## config.mk

```make
export PLATFORM = sky130hd
export DESIGN_NAME = calendar_date_stepper_core
export DESIGN_NICKNAME = d
export VERILOG_FILES = /design/src/rtl/cds_pkg.sv /design/src/rtl/cds_decode.sv /design/src/rtl/cds_check.sv /design/src/rtl/cds_step.sv /design/src/rtl/calendar_date_stepper_core.sv
export VERILOG_INCLUDE_DIRS = /design/src /design/src/rtl
export SDC_FILE = /design/constraint.sdc
export NUM_CORES = 1
export LEC_CHECK = 0
export ABC_AREA = 1
export BUFFER_PORTS_ARGS = -buffer_cell sky130_fd_sc_hd__buf_2
export CORE_MARGIN = 2
export CORE_UTILIZATION = 57
export CTS_CLUSTER_SIZE = 20
export DETAILED_ROUTE_END_ITERATION = 8
export GPL_TIMING_DRIVEN = 1
export PLACE_DENSITY = 0.78
export SLEW_MARGIN = 15
export SYNTH_ARGS = -nofsm -noshare
export SYNTH_HDL_FRONTEND = slang
export SYNTH_SLANG_ARGS = --single-unit
```

## constraint.sdc

```tcl
create_clock -name clock -period 4.1 [get_ports clock]
set_input_delay 0.41 -clock clock [delete_from_list [all_inputs] [get_ports clock]]
set_output_delay 0.41 -clock clock [all_outputs]
set_load 0.05 [all_outputs]
```

## src/rtl/assert_macros.svh

```systemverilog
// assertion macros for the rtl, included by calendar_date_stepper_core.sv
`ifndef ASSERT_MACROS_SVH
`define ASSERT_MACROS_SVH

// property checked at every clock edge outside reset
`define ASSERT_ALWAYS(label, prop) \
   label: assert property (@(posedge clock) disable iff (reset) (prop)) \
      else $error("assertion failed: prop");

// implication checked at every clock edge outside reset
`define ASSERT_IMPLY(label, pre, post) \
   label: assert property (@(posedge clock) disable iff (reset) (pre) |-> (post)) \
      else $error("assertion failed: pre implies post");

// next-cycle implication checked outside reset
`define ASSERT_NEXT(label, pre, post) \
   label: assert property (@(posedge clock) disable iff (reset) (pre) |=> (post)) \
      else $error("assertion failed: pre then post");

`endif

```

## src/rtl/cds_pkg.sv

```systemverilog
// types and constants of the calendar date stepper
`default_nettype none

package cds_pkg;

   // operation selector
   localparam logic OP_NEXT = 1'b0;
   localparam logic OP_PREV = 1'b1;

   // status codes
   localparam logic [1:0] STAT_OK         = 2'd0;
   localparam logic [1:0] STAT_BAD_DATE   = 2'd1;
   localparam logic [1:0] STAT_YEAR_RANGE = 2'd2;

   // calendar constants
   localparam logic [13:0] YEAR_MAX  = 14'd9999;
   localparam logic [13:0] YEAR_MIN  = 14'd0;
   localparam logic [3:0]  MONTH_JAN = 4'd1;
   localparam logic [3:0]  MONTH_FEB = 4'd2;
   localparam logic [3:0]  MONTH_MAR = 4'd3;
   localparam logic [3:0]  MONTH_APR = 4'd4;
   localparam logic [3:0]  MONTH_MAY = 4'd5;
   localparam logic [3:0]  MONTH_JUN = 4'd6;
   localparam logic [3:0]  MONTH_JUL = 4'd7;
   localparam logic [3:0]  MONTH_SEP = 4'd9;
   localparam logic [3:0]  MONTH_OCT = 4'd10;
   localparam logic [3:0]  MONTH_NOV = 4'd11;
   localparam logic [3:0]  MONTH_DEC = 4'd12;
   localparam logic [4:0]  DAY_FIRST = 5'd1;
   localparam logic [4:0]  DAYS_31   = 5'd31;
   localparam logic [4:0]  DAYS_30   = 5'd30;
   localparam logic [4:0]  DAYS_29   = 5'd29;
   localparam logic [4:0]  DAYS_28   = 5'd28;

   // year / 25 as (year * RECIP_25) >> RECIP_SHIFT, exact for year < 43690
   localparam int          RECIP_SHIFT = 19;
   localparam int          PROD_W      = 29;
   localparam int          QUOT_W      = 10;
   localparam logic [14:0] RECIP_25    = 15'd20972;

   // stage one payload: decoded month classes and year / 25 product bits
   typedef struct packed {
      logic              op;
      logic [4:0]        day;
      logic [3:0]        month;
      logic [13:0]       year;
      logic [QUOT_W-1:0] quot25;
      logic              month_ok;
      logic              year_ok;
      logic              is_feb;
      logic              len30;
      logic              prev_feb;
      logic              prev_len30;
   } dec_type;

   // stage two payload: validity and month lengths
   typedef struct packed {
      logic        op;
      logic [4:0]  day;
      logic [3:0]  month;
      logic [13:0] year;
      logic        valid;
      logic [4:0]  mlen;
      logic [4:0]  prev_len;
   } chk_type;

   // result item
   typedef struct packed {
      logic [4:0]  out_day;
      logic [3:0]  out_month;
      logic [13:0] out_year;
      logic [1:0]  status;
   } res_type;

endpackage

`default_nettype wire

```

## src/rtl/cds_decode.sv

```systemverilog
// stage one: month decode, range checks and year / 25 reciprocal product
`default_nettype none

module cds_decode import cds_pkg::*; (
   input  wire logic        clock,
   input  wire logic        reset,
   input  wire logic        in_valid,
   output logic             in_ready,
   input  wire logic        in_op,
   input  wire logic [4:0]  in_day,
   input  wire logic [3:0]  in_month,
   input  wire logic [13:0] in_year,
   output logic             out_valid,
   input  wire logic        out_ready,
   output dec_type          out_data
);

   logic              valid_ff;
   logic              valid_in;
   dec_type           data_ff;
   dec_type           data_in;
   logic [PROD_W-1:0] prod;

   // stage accepts when empty or when its content moves on
   assign in_ready = !valid_ff || out_ready;
   assign valid_in = in_ready ? in_valid : valid_ff;

   // reciprocal multiply for the divisible-by-25 test
   assign prod = PROD_W'(in_year) * PROD_W'(RECIP_25);

   // payload fields, range checks and month classes
   always_comb begin
      data_in            = '0;
      data_in.op         = in_op;
      data_in.day        = in_day;
      data_in.month      = in_month;
      data_in.year       = in_year;
      data_in.quot25     = prod[RECIP_SHIFT +: QUOT_W];
      data_in.month_ok   = (in_month >= MONTH_JAN) && (in_month <= MONTH_DEC);
      data_in.year_ok    = (in_year <= YEAR_MAX);
      data_in.is_feb     = (in_month == MONTH_FEB);
      data_in.prev_feb   = (in_month == MONTH_MAR);
      case (in_month)
         MONTH_APR, MONTH_JUN, MONTH_SEP, MONTH_NOV: data_in.len30 = 1'b1;
         default:                                    data_in.len30 = 1'b0;
      endcase
      case (in_month)
         MONTH_MAY, MONTH_JUL, MONTH_OCT, MONTH_DEC: data_in.prev_len30 = 1'b1;
         default:                                    data_in.prev_len30 = 1'b0;
      endcase
   end

   // valid bit
   always_ff @(posedge clock) begin
      if (reset) begin
         valid_ff <= 1'b0;
      end else begin
         valid_ff <= valid_in;
      end
   end

   // payload
   always_ff @(posedge clock) begin
      if (in_valid && in_ready) begin
         data_ff <= data_in;
      end
   end

   assign out_valid = valid_ff;
   assign out_data  = data_ff;

endmodule

`default_nettype wire

```

## src/rtl/cds_check.sv

```systemverilog
// stage two: leap year, month lengths and date validity
`default_nettype none

module cds_check import cds_pkg::*; (
   input  wire logic    clock,
   input  wire logic    reset,
   input  wire logic    in_valid,
   output logic         in_ready,
   input  wire dec_type in_data,
   output logic         out_valid,
   input  wire logic    out_ready,
   output chk_type      out_data
);

   logic        valid_ff;
   logic        valid_in;
   chk_type     data_ff;
   chk_type     data_in;
   logic [14:0] q_wide;
   logic [14:0] times25;
   logic        div25;
   logic        div4;
   logic        div16;
   logic        leap;
   logic [4:0]  feb_len;

   assign in_ready = !valid_ff || out_ready;
   assign valid_in = in_ready ? in_valid : valid_ff;

   // quotient times 25 by shift and add, equal to year exactly when divisible
   assign q_wide  = 15'(in_data.quot25);
   assign times25 = (q_wide << 4) + (q_wide << 3) + q_wide;
   assign div25   = (times25 == {1'b0, in_data.year});
   assign div4    = (in_data.year[1:0] == 2'd0);
   assign div16   = (in_data.year[3:0] == 4'd0);

   // full 4 / 100 / 400 rule
   assign leap    = (div4 && !div25) || (div16 && div25);
   assign feb_len = leap ? DAYS_29 : DAYS_28;

   // month lengths and validity
   always_comb begin
      data_in       = '0;
      data_in.op    = in_data.op;
      data_in.day   = in_data.day;
      data_in.month = in_data.month;
      data_in.year  = in_data.year;
      if (in_data.is_feb) begin
         data_in.mlen = feb_len;
      end else if (in_data.len30) begin
         data_in.mlen = DAYS_30;
      end else begin
         data_in.mlen = DAYS_31;
      end
      if (in_data.prev_feb) begin
         data_in.prev_len = feb_len;
      end else if (in_data.prev_len30) begin
         data_in.prev_len = DAYS_30;
      end else begin
         data_in.prev_len = DAYS_31;
      end
      data_in.valid = in_data.month_ok && in_data.year_ok &&
                      (in_data.day >= DAY_FIRST) && (in_data.day <= data_in.mlen);
   end

   always_ff @(posedge clock) begin
      if (reset) begin
         valid_ff <= 1'b0;
      end else begin
         valid_ff <= valid_in;
      end
   end

   always_ff @(posedge clock) begin
      if (in_valid && in_ready) begin
         data_ff <= data_in;
      end
   end

   assign out_valid = valid_ff;
   assign out_data  = data_ff;

endmodule

`default_nettype wire

```

## src/rtl/cds_step.sv

```systemverilog
// stage three: day, month and year carries into the result register
`default_nettype none

module cds_step import cds_pkg::*; (
   input  wire logic    clock,
   input  wire logic    reset,
   input  wire logic    in_valid,
   output logic         in_ready,
   input  wire chk_type in_data,
   output logic         out_valid,
   input  wire logic    out_ready,
   output res_type      out_data
);

   logic    valid_ff;
   logic    valid_in;
   res_type data_ff;
   res_type data_in;

   assign in_ready = !valid_ff || out_ready;
   assign valid_in = in_ready ? in_valid : valid_ff;

   // neighbor date, echo of the input on any error
   always_comb begin
      data_in.out_day   = in_data.day;
      data_in.out_month = in_data.month;
      data_in.out_year  = in_data.year;
      data_in.status    = STAT_OK;
      if (!in_data.valid) begin
         data_in.status = STAT_BAD_DATE;
      end else if (in_data.op == OP_NEXT) begin
         if (in_data.day < in_data.mlen) begin
            data_in.out_day = in_data.day + 5'd1;
         end else if (in_data.month < MONTH_DEC) begin
            data_in.out_day   = DAY_FIRST;
            data_in.out_month = in_data.month + 4'd1;
         end else if (in_data.year < YEAR_MAX) begin
            data_in.out_day   = DAY_FIRST;
            data_in.out_month = MONTH_JAN;
            data_in.out_year  = in_data.year + 14'd1;
         end else begin
            data_in.status = STAT_YEAR_RANGE;
         end
      end else begin
         if (in_data.day > DAY_FIRST) begin
            data_in.out_day = in_data.day - 5'd1;
         end else if (in_data.month > MONTH_JAN) begin
            data_in.out_day   = in_data.prev_len;
            data_in.out_month = in_data.month - 4'd1;
         end else if (in_data.year > YEAR_MIN) begin
            data_in.out_day   = DAYS_31;
            data_in.out_month = MONTH_DEC;
            data_in.out_year  = in_data.year - 14'd1;
         end else begin
            data_in.status = STAT_YEAR_RANGE;
         end
      end
   end

   always_ff @(posedge clock) begin
      if (reset) begin
         valid_ff <= 1'b0;
      end else begin
         valid_ff <= valid_in;
      end
   end

   always_ff @(posedge clock) begin
      if (in_valid && in_ready) begin
         data_ff <= data_in;
      end
   end

   assign out_valid = valid_ff;
   assign out_data  = data_ff;

endmodule

`default_nettype wire

```

## src/rtl/calendar_date_stepper_core.sv

```systemverilog
// Pipeline: a request passes the decode, check and step stage registers in that order, and
// rsp_tvalid rises when it reaches the step stage. Throughput: one date per cycle unless
// rsp_tready stalls; each stage takes a new item when empty or moving on.
// A result waiting on rsp_tready holds the last stage; earlier empty stages still fill.
// Reset: synchronous, active high; clears the valid bit of every stage, no results pending.
`default_nettype none
`include "assert_macros.svh"

module calendar_date_stepper_core import cds_pkg::*; (
   input  wire logic        clock,
   input  wire logic        reset,
   input  wire logic        req_tvalid,
   output logic             req_tready,
   input  wire logic [23:0] req_tdata,  // in_day[4:0], in_month[8:5], in_year[22:9], zero[23]
   input  wire logic        req_tuser,  // op[0]
   output logic             rsp_tvalid,
   input  wire logic        rsp_tready,
   output logic [23:0]      rsp_tdata,  // out_day[4:0], out_month[8:5], out_year[22:9], zero[23]
   output logic [1:0]       rsp_tuser   // status[1:0]
);

   logic    dec_valid;
   logic    dec_ready;
   dec_type dec_data;
   logic    chk_valid;
   logic    chk_ready;
   chk_type chk_data;
   res_type res_data;

   // stage one
   cds_decode u_decode (
      .clock     (clock),
      .reset     (reset),
      .in_valid  (req_tvalid),
      .in_ready  (req_tready),
      .in_op     (req_tuser),
      .in_day    (req_tdata[4:0]),
      .in_month  (req_tdata[8:5]),
      .in_year   (req_tdata[22:9]),
      .out_valid (dec_valid),
      .out_ready (dec_ready),
      .out_data  (dec_data)
   );

   // stage two
   cds_check u_check (
      .clock     (clock),
      .reset     (reset),
      .in_valid  (dec_valid),
      .in_ready  (dec_ready),
      .in_data   (dec_data),
      .out_valid (chk_valid),
      .out_ready (chk_ready),
      .out_data  (chk_data)
   );

   // stage three, result register
   cds_step u_step (
      .clock     (clock),
      .reset     (reset),
      .in_valid  (chk_valid),
      .in_ready  (chk_ready),
      .in_data   (chk_data),
      .out_valid (rsp_tvalid),
      .out_ready (rsp_tready),
      .out_data  (res_data)
   );

   // result packing
   assign rsp_tdata = {1'b0, res_data.out_year, res_data.out_month, res_data.out_day};
   assign rsp_tuser = res_data.status;

   // a good result is a real date
   `ASSERT_IMPLY(a_ok_date, rsp_tvalid && (rsp_tuser == STAT_OK),
      (rsp_tdata[8:5] >= MONTH_JAN) && (rsp_tdata[8:5] <= MONTH_DEC) &&
      (rsp_tdata[4:0] >= DAY_FIRST) && (rsp_tdata[22:9] <= YEAR_MAX))
   // status is always one of the defined codes
   `ASSERT_IMPLY(a_status_code, rsp_tvalid,
      (rsp_tuser == STAT_OK) || (rsp_tuser == STAT_BAD_DATE) ||
      (rsp_tuser == STAT_YEAR_RANGE))
   // a year overflow only happens at the two ends of the range
   `ASSERT_IMPLY(a_range_ends, rsp_tvalid && (rsp_tuser == STAT_YEAR_RANGE),
      ((rsp_tdata[22:9] == YEAR_MAX) && (rsp_tdata[8:5] == MONTH_DEC) &&
       (rsp_tdata[4:0] == DAYS_31)) ||
      ((rsp_tdata[22:9] == YEAR_MIN) && (rsp_tdata[8:5] == MONTH_JAN) &&
       (rsp_tdata[4:0] == DAY_FIRST)))
   // a stalled middle stage keeps its item
   `ASSERT_NEXT(a_chk_hold, chk_valid && !chk_ready, chk_valid && $stable(chk_data))

endmodule

`default_nettype wire
```

==> results.yml, run 1 <==
synth:
  yosysTopAreaCellShare_pct: 30.04
  syn_area_per_cell_um2: 8.976
  yosysTopAreaCell: "edfxtp_1"
  yosysMostFrequentCell: "inv_1"
  ys_types: 45
  synth_edf_count: 94
  async_reset_ff_share_pct: 0
  ys_seq_area_share_pct: 30.68
  ys_warn_count: 0
  netlist_area_mm2: 0.009398
  synth.net_count: 1275
  synth-seq-cells: 97
  netlist_instances: 1047
  yosys-top-cells-area: "edfxtp_1 (30%), ha_1 (17%), fa_1 (15%), inv_1 (9.5%), nand2_1 (6.7%)"
  yosys-top-cells-count: "inv_1 (238), nand2_1 (168), ha_1 (129)"
  ys.flop_type: "edfxtp_1"
worst_setup_path:
  cp_common_cell: "fa_1"
  startpoint_type: "primary input"
  slowest_stage: "fa_1"
  crit_end: "u_decode.out_data[15]$_DFFE_PP_"
  critPathMaxFanout: 5
  r2r-end: "u_check.out_data[10]$_DFFE_PP_"
  path_class: "in -> reg"
  reg2reg_slack_ps: 230
  cp.required_ps: 4210
  reg2reg_depth: 18
  critical_path_depth: 19
  crit_chain: "buf_4, ha_4, inv_1, fa_1, inv_2, fa_1, inv_1, fa_1, inv_1, fa_1, ha_4, a21o_1, a21oi_2, o21ai_1, nand2_1, nand3_2, nand2_1, nand3_1, xor2_1"
  cp_slowest_stage_delay_ps: 580
  critPathArrivalTime_ps: 4210
  critical-path-top-delay-family: "adder cells"
  r2r-start: "u_decode.out_data[7]$_DFFE_PP_"
  end_kind: "flop"
  worstSetupStartpoint: "req_tdata[21]"
  worst-path-buf-inv: 5
timing:
  fmax_ghz: 0.2437
  hold_viol_final: 0
  layout_min_cycle_time_ps: 4103
  slew_headroom_pct: 31.83
  slew_violations: 0
  fin_worst_skew_ps: 5.276
  rsz0062_at_grt: "true"
  finalSetupViolCount: 1
  tightest_slew_ps: 1022
  fin_ws_ps: -2.941
  fin_tns_setup_ps: -2.941
  timing.final.crit_share_pct: 100.1
drt:
  drc: 0
  vias: 7376
  antenna_left: 0
  finalWirelength_um: 20260
  dr.pass1.iters: 7
  wl_per_cell_um: 14.44
  drt_iter0_drc: 427
  routed_via_density: 5.257
clocking:
  cts-buffers-inserted: 9
  clock_path_buffers: 2
  ctsRootBufferMaster: "clkbuf_16"
  cts.clk_slew.worst_paths_ps: 70
  clk_latency_ps: 350
  cts_tree: "built"
  cts_sinks: 97
  htree_num_levels: 3
global_routing:
  grt_pass1_wl_um: 33930
  grt_usage_pct: 24.16
  grt_max_degree: 41
  antenna_found_initial: 0
  gr-total-overflow: 0
  grt_pass1_vias: 7537
worst_hold_path:
  worst_hold_path_type: "in -> reg"
place:
  dpl.hpwl_um: 16660
  placement.cell_area_mm2: 0.01054
  port_buffers: 54
  gp_congestion: 0.9176
floorplanning:
  initial_utilization_pct: 58.73
  io_pins: 57
  fp-row-count: 46
  die-area_mm2: 0.01753
  die_h_um: 132.4
  core_area_mm2: 0.01600
  die_w_um: 132.4
layout:
  fin_area_mm2: 0.01112
  n_fill_cell: 1209
  drive_above_1_share_pct: 18.45
  area_delta_synth_final_pct: 18.35
  diodes: 0
  final_nets: 1410
power:
  p_leak_nw: 5.469
  peakVddDrop_uv: 461.4
  p_per_area_mw_per_mm2: 700.0
job:
  drv_cap: 0
status:
  violations: "setup timing"
  status: "finished with violations"
[layout make-up]
class / count / area, um^2 / share of cell area (%)
flip-flops and latches: 97 / 2883 / 25.92
clock buffers: 10 / 229.0 / 2.059
well taps: 216 / 270.3 / 2.430
inverters: 244 / 915.9 / 8.235
clock inverters: 6 / 66.31 / 0.5962
multi-input cells: 695 / 5827 / 52.39
repair buffers: 135 / 930.9 / 8.370
[flip-flops by register name (all words and copies together) (netlist names)]
signal	count
u_step.out_data	25
u_check.out_valid	1
u_step.out_valid	1
u_check.out_data	29
u_decode.out_valid	1
u_decode.out_data	40
[worst min path at each step]
stage / from / to / slack, ps / depth (start not counted)
finish: req_tdata[1] / u_decode.out_data[35]$_DFFE_PP_ / 230 / 1
global placement: u_decode.out_data[30]$_DFFE_PP_ / u_check.out_data[25]$_DFFE_PP_ / 400 / 0
global route: req_tdata[4] / u_decode.out_data[38]$_DFFE_PP_ / 220 / 1
CTS: req_tdata[1] / u_decode.out_data[35]$_DFFE_PP_ / 220 / 1
detailed placement: u_decode.out_data[31]$_DFFE_PP_ / u_check.out_data[26]$_DFFE_PP_ / 410 / 0
floorplan: u_decode.out_data[30]$_DFFE_PP_ / u_check.out_data[25]$_DFFE_PP_ / 400 / 0
[layout by cell type, fill, tap and decap left out, types with 5 or more instances in the layout]
master,count
a21o_1,6
a21oi_1,30
a21oi_2,11
buf_2,44
buf_4,84
clkbuf_16,9
edfxtp_1,94
fa_1,70
ha_1,113
ha_4,14
inv_1,228
inv_2,15
nand2_1,167
nand3_1,57
nand4_1,14
nor2_1,63
nor2_2,5
nor3_1,17
o211ai_1,8
o21ai_0,25
xnor2_1,11
xor2_1,30
[what timing repair did]
action / 4_1_cts / 5_1_grt
pin swaps: 7 / 29
setup buffers: 1 / 2
resized for setup: 17 / 46
hold buffers: 0 / 0
setup endpoints to repair: 6 / 10
[metrics by stage]
stage	setup slack, ps	hold slack, ps	instances	utilization [%]	total power [mW]
final	-2.941	225.7	1403	69.51	7.786
after global routing	-155.6	217.8	1403	69.51	8.515
after CTS	-9.774	224.0	1401	68.34	7.379
after detailed placement	-538.3	408.4	1384	65.90	6.319
after global placement	-421.4	403.1	1384	65.90	6.179
after floorplan	7.565	400.3	1047	-	4.673
[kinds of logic after synthesis]
logic type / synth area share, %
other: 0.03990
flip-flops: 30.68
AO/OA/AOI/OAI: 6.364
XOR/XNOR: 3.914
AND/OR/NAND/NOR: 16.55
buffers and inverters: 10.37
adder cells (fa/ha/maj): 32.09
[metal layers]
layer	vias up	share of wire (%)	GRT usage (%)
met5	-	0	0
li1	3635	-	-
met2	194	52	44.82
met4	0	4.3	11.41
met1	3480	41	27.57
met3	67	3.2	2.922
[worst register-to-register path, cell delays in order, from the launching register on]
cell and delay (ps):
edfxtp_1 430, inv_1 110, fa_1 510, inv_1 40, ha_1 230, fa_1 470
nand3_1 130, nand2_1 90, nand3_1 100, nand3_1 70, nand2_1 70, nand2_1 50
nor2_1 170, nand4_1 250, nand3_1 170, nand2_1 90, ha_1 280, a211oi_1 270
a211oi_1 90
[where the power goes]
group / internal, mW / total (mW) / switching (mW)
registers: 1.24 / 1.34 / 0.0937
clock network: 0.476 / 0.841 / 0.364
logic: 2.53 / 5.61 / 3.08
total: 4.25 / 7.79 / 3.54
(Power assumes the default switching activity.)
==> run 2, diff against run 1 <==
SYNTH_HIERARCHICAL = 1   (was default)
==> results.yml, run 2 <==
drt:
  drc: 0
  dr.pass1.iters: 8
  finalWirelength_um: 23580
  vias: 8274
  drt_iter0_drc: 528
  wl_per_cell_um: 15.25
  antenna_left: 0
  routed_via_density: 5.352
timing:
  finalSetupViolCount: 0
  slew_violations: 0
  fmax_ghz: 0.2475
  fin_ws_ps: 58.91
  fin_worst_skew_ps: 16.84
  slew_headroom_pct: 58.64
  tightest_slew_ps: 620.4
  hold_viol_final: 0
  layout_min_cycle_time_ps: 4041
  timing.final.crit_share_pct: 98.56
  holdWs_ps: 225.6
worst_setup_path:
  startpoint_type: "primary input"
  worstSetupStartpoint: "req_tdata[17]"
  critPathMaxFanout: 5
  critPathArrivalTime_ps: 4140
  r2r-start: "u_decode/out_data[7]$_DFFE_PP_"
  r2r-end: "u_check/out_data[10]$_DFFE_PP_"
  reg2reg_slack_ps: 370
  path_class: "in -> reg"
  crit_end: "u_decode/out_data[10]$_DFFE_PP_"
  end_kind: "flop"
  cp.required_ps: 4200
  reg2reg_depth: 19
floorplanning:
  die_w_um: 136.2
  die_h_um: 136.2
  initial_utilization_pct: 57.98
  core_area_mm2: 0.01718
  io_pins: 57
  fp-row-count: 48
  die-area_mm2: 0.01854
status:
  status: "finished clean"
global_routing:
  met3_usage_pct: 2.759
  global_route.usage.met1_pct: 29.95
  grt_usage_pct: 25.67
  antenna_found_initial: 0
  grt_pass1_wl_um: 37430
  gr-total-overflow: 0
  grt_pass1_vias: 8157
  use_met2_pct: 47.77
  grt_max_degree: 41
  busiest_layer: "met2"
layout:
  n_fill_cell: 1315
  area_delta_synth_final_pct: 17.93
  final_cell_mix: "nand2_1 (278), inv_1 (210), ha_1 (118)"
  largest_register_ffs: 40
  drive_above_1_share_pct: 18.32
  diodes: 0
  final_nets: 1549
  mostFrequentLayoutCell: "nand2_1"
synth:
  ys.flop_type: "edfxtp_1"
  yosysMostFrequentCell: "nand2_1"
  yosys-top-cells-count: "nand2_1 (285), inv_1 (213), ha_1 (134)"
  yosysTopAreaCell: "edfxtp_1"
  ys_seq_area_share_pct: 28.95
  ys_warn_count: 6
  async_reset_ff_share_pct: 0
  synth-seq-cells: 97
  synth_edf_count: 94
  yosysTopAreaCellShare_pct: 28.35
  netlist_instances: 1178
  syn_area_per_cell_um2: 8.454
  yosys-top-cells-area: "edfxtp_1 (28%), ha_1 (17%), fa_1 (14%), nand2_1 (11%), inv_1 (8.0%)"
  netlist_area_mm2: 0.009958
  ys_types: 50
place:
  dpl.hpwl_um: 18710
  port_buffers: 54
  dpl_worst_slack_ps: -431.9
  gp_congestion: 0.9256
power:
  p_leak_nw: 5.907
  p_per_area_mw_per_mm2: 685.5
  peakVddDrop_uv: 666.5
clocking:
  clk_latency_ps: 350
  clock_path_buffers: 2
  cts_tree: "built"
  cts-buffers-inserted: 9
  htree_num_levels: 3
  holdBufCountCts: 0
  cts.clk_slew.worst_paths_ps: 80
  cts_sinks: 97
  ctsRootBufferMaster: "clkbuf_16"
worst_hold_path:
  worst_hold_path_type: "in -> reg"
job:
  drv_cap: 0
[run 2: cell count changes after synthesis, sizes merged, moves of 5 or more]
cell   change
ha         +5
a21oi     +13
nor2      +21
nand2    +121
xor2      -19
xnor2      -5
o21ai      +6
nand3     +19
nor3       -8
inv       -27
[run 2: worst min path at each step]
stage                                      end  slack, ps                            start  depth (start not counted)
2_1_floorplan   u_check/out_data[25]$_DFFE_PP_        400  u_decode/out_data[30]$_DFFE_PP_                          0
3_3_place_gp    u_check/out_data[34]$_DFFE_PP_        400  u_decode/out_data[39]$_DFFE_PP_                          0
3_5_place_dp    u_check/out_data[25]$_DFFE_PP_        400  u_decode/out_data[30]$_DFFE_PP_                          0
4_1_cts        u_decode/out_data[39]$_DFFE_PP_        220                        req_tuser                          1
5_1_grt        u_decode/out_data[36]$_DFFE_PP_        210                     req_tdata[2]                          1
6_report       u_decode/out_data[39]$_DFFE_PP_        230                        req_tuser                          1
[run 2: timing repair]
| action | CTS | global route |
|---|---|---|
| pin swaps | 0 | 27 |
| setup endpoints to repair | 3 | 10 |
| resized for setup | 5 | 62 |
| setup buffers | 0 | 3 |
[run 2: logic make-up after synthesis]
group                      after synthesis  synth area share [%]
AOI/OAI and AO/OA                      115                 6.584
other                                    2               0.07541
buffers and inverters                  234                 9.210
xor gates and xnor gates                18                 1.583
adders and majority gates              204                 30.91
and+or+nand+nor                        508                 22.69
DFF                                     97                 28.95
[run 2: routing by layer]
layer / wire length [um] / part of all wire, %
met1: 9260 / 39
met2: 12350 / 52
met3: 1007 / 4.3
met4: 958 / 4.1
met5: 0 / 0
[run 2: critical path: stages]
cell and delay (ps):
clkbuf_4 180, buf_4 170, ha_1 280, buf_4 140, ha_1 280, inv_1 60, fa_1 500, fa_1 560
inv_1 70, ha_1 340, ha_4 320, nand2_1 120, nor2_2 220, and2_1 190, nand4_1 100, nand4_1 120
nand2_1 80
[run 2: power breakdown]
part           internal [mW]  switching (mW)
sequential              1.23          0.0968
clock                  0.440           0.418
combinational           2.46            3.40
[run 2: area by class of cell]
class	instances	area [um^2]	share of cell area [%]
clock inverter	7	93.84	0.7991
sequential	97	2883	24.55
inverter	217	820.8	6.989
clock buffer	9	225.2	1.918
tap	225	281.5	2.397
multi-input combinational	852	6509	55.42
timing repair buffer	139	930.9	7.927
[run 2: through the flow]
step	std cells	area, um^2	utilization (%)	setup TNS, ps	total power [mW]
floorplan	1183	9996	-	-15.91	4.856
CTS	1543	11410	66.43	0	7.203
detailed placement	1527	11080	64.50	-3751	6.309
global route	1546	11740	68.37	-157.3	8.723
finish	1546	11740	68.37	0	8.050
global placement	1527	11080	64.50	-3112	6.164
==> run 3, diff against run 2 <==
RECOVER_POWER = 25   (was default)
==> results.yml, run 3 (synthesis results as in run 2) <==
status:
  status: "finished clean"
place:
  gp_congestion: 0.9256
  dpl_worst_slack_ps: -431.9
  placement.cell_area_mm2: 0.01108
  dpl.hpwl_um: 18710
  dp_cells: 1527
  port_buffers: 54
drt:
  wl_met2_um: 12290
  finalWirelength_um: 23540
  antenna_left: 0
  dr.pass1.iters: 6
  wl_met3_um: 954
  wl_met1_um: 9335
  wl_per_cell_um: 15.23
  vias: 8302
  routed_via_density: 5.370
  top_layer_used: "met4"
  drt_iter0_drc: 551
  drc: 0
global_routing:
  grt_pass1_vias: 8157
  antenna_found_initial: 0
  grt_usage_pct: 25.67
  gr-total-overflow: 0
  grt_pass1_wl_um: 37430
  grt_max_degree: 41
clocking:
  cts-buffers-inserted: 9
  cts_tree: "built"
  cts_sinks: 97
  htree_num_levels: 3
  clock_path_buffers: 2
  cts.clk_slew.worst_paths_ps: 80
  ctsRootBufferMaster: "clkbuf_16"
  clk_latency_ps: 350
  holdBufCountCts: 0
layout:
  area_delta_synth_final_pct: 17.62
  multi_input_comb_area_mm2: 0.006509
  final_cell_mix: "nand2_1 (278), inv_1 (210), ha_1 (118)"
  mostFrequentLayoutCell: "nand2_1"
  drive_above_1_share_pct: 17.49
  diodes: 0
  n_fill_cell: 1327
  seq_area_mm2: 0.002883
  largest_register_ffs: 40
  fin_area_mm2: 0.01171
  final_nets: 1549
  fin_cells: 1546
timing:
  slew_headroom_pct: 58.51
  fin_worst_skew_ps: 16.78
  finalSetupViolCount: 0
  layout_min_cycle_time_ps: 4051
  timing.final.crit_share_pct: 98.82
  hold_viol_final: 0
  fmax_ghz: 0.2468
  slew_violations: 0
  tightest_slew_ps: 622.3
  fin_ws_ps: 48.57
worst_setup_path:
  critPathArrivalTime_ps: 4150
  critPathMaxFanout: 5
  critical-path-top-delay-family: "adder cells"
  cp_common_cell: "ha_1"
  end_kind: "flop"
  worst-path-buf-inv: 5
  crit_chain: "clkbuf_4, buf_4, ha_1, buf_4, ha_1, inv_1, fa_1, fa_1, inv_1, ha_1, ha_4, nand2_1, nor2_2, and2_1, nand4_1, nand4_1, nand2_1"
  critical_path_depth: 17
  path_class: "in -> reg"
  reg2reg_depth: 19
  cp.required_ps: 4190
  cp_slowest_stage_delay_ps: 560
  r2r-start: "u_decode/out_data[7]$_DFFE_PP_"
  startpoint_type: "primary input"
  slowest_stage: "fa_1"
  worstSetupStartpoint: "req_tdata[17]"
power:
  peakVddDrop_uv: 666.7
  p_leak_nw: 5.871
  p_total_mw: 8.041
  p_per_area_mw_per_mm2: 686.5
floorplanning:
  die_h_um: 136.2
  die-area_mm2: 0.01854
  core_area_mm2: 0.01718
  initial_utilization_pct: 57.98
  io_pins: 57
  fp-row-count: 48
  die_w_um: 136.2
worst_hold_path:
  min_from: "req_tdata[1]"
  holdPathStages: 1
  worst_hold_path_type: "in -> reg"
job:
  drv_cap: 0
-- run 3: cell count changes in the layout (fill, tap and decap cells not counted), sizes merged --
cell / delta
buf: -11
clkbuf: +11
-- run 3: cell type report --
cell class	count	area share [%]
multi-input cells	852	55.57
flip-flops and latches	97	24.61
repair buffers	139	7.681
inverters	217	7.008
well taps	225	2.404
clock buffers	9	1.923
clock inverters	7	0.8012
-- run 3: metrics by stage --
| step | TNS [ps] | hold slack, ps | util (%) |
|---|---|---|---|
| after floorplan | -15.91 | 400.3 | - |
| after global placement | -3112 | 400.4 | 64.50 |
| after detailed placement | -3751 | 404.5 | 64.50 |
| after CTS | 0 | 220.2 | 66.43 |
| after global routing | -179.4 | 214.2 | 68.19 |
| final | 0 | 226.3 | 68.19 |
-- run 3: worst reg2reg max path, delay by kind of cell (launching register included) --
family,cells,cell delay [ps]
flip-flops,1,460
buffers and inverters,2,130
adder cells (fa/ha/maj),4,1460
AND/OR/NAND/NOR,11,1120
AO/OA/AOI/OAI,2,290
-- run 3: repair_timing --
action | CTS | global route
endpoints found under the setup margin | 3 | 10
buffers inserted | 0 | 3
pin swaps | 0 | 27
gates resized for setup | 5 | 62
-- run 3: routing by layer --
metal | track usage (%) | vias to the layer above
li1 | - | 4069
met3 | 2.759 | 72
met1 | 29.95 | 3863
met2 | 47.77 | 298
met5 | 0 | -
met4 | 10.59 | 0
-- run 3: where the power goes --
group / internal, mW / switching, mW / total [mW]
Clock: 0.440 / 0.416 / 0.856
Sequential: 1.23 / 0.0966 / 1.33
Combinational: 2.46 / 3.40 / 5.86
-- run 3: final timing paths --
check | endpoint | slack, ps
min | u_decode/out_data[35]$_DFFE_PP_ | 230
min reg2reg | u_check/out_data[25]$_DFFE_PP_ | 420
max reg2reg | u_check/out_data[10]$_DFFE_PP_ | 380
max | u_decode/out_data[10]$_DFFE_PP_ | 50
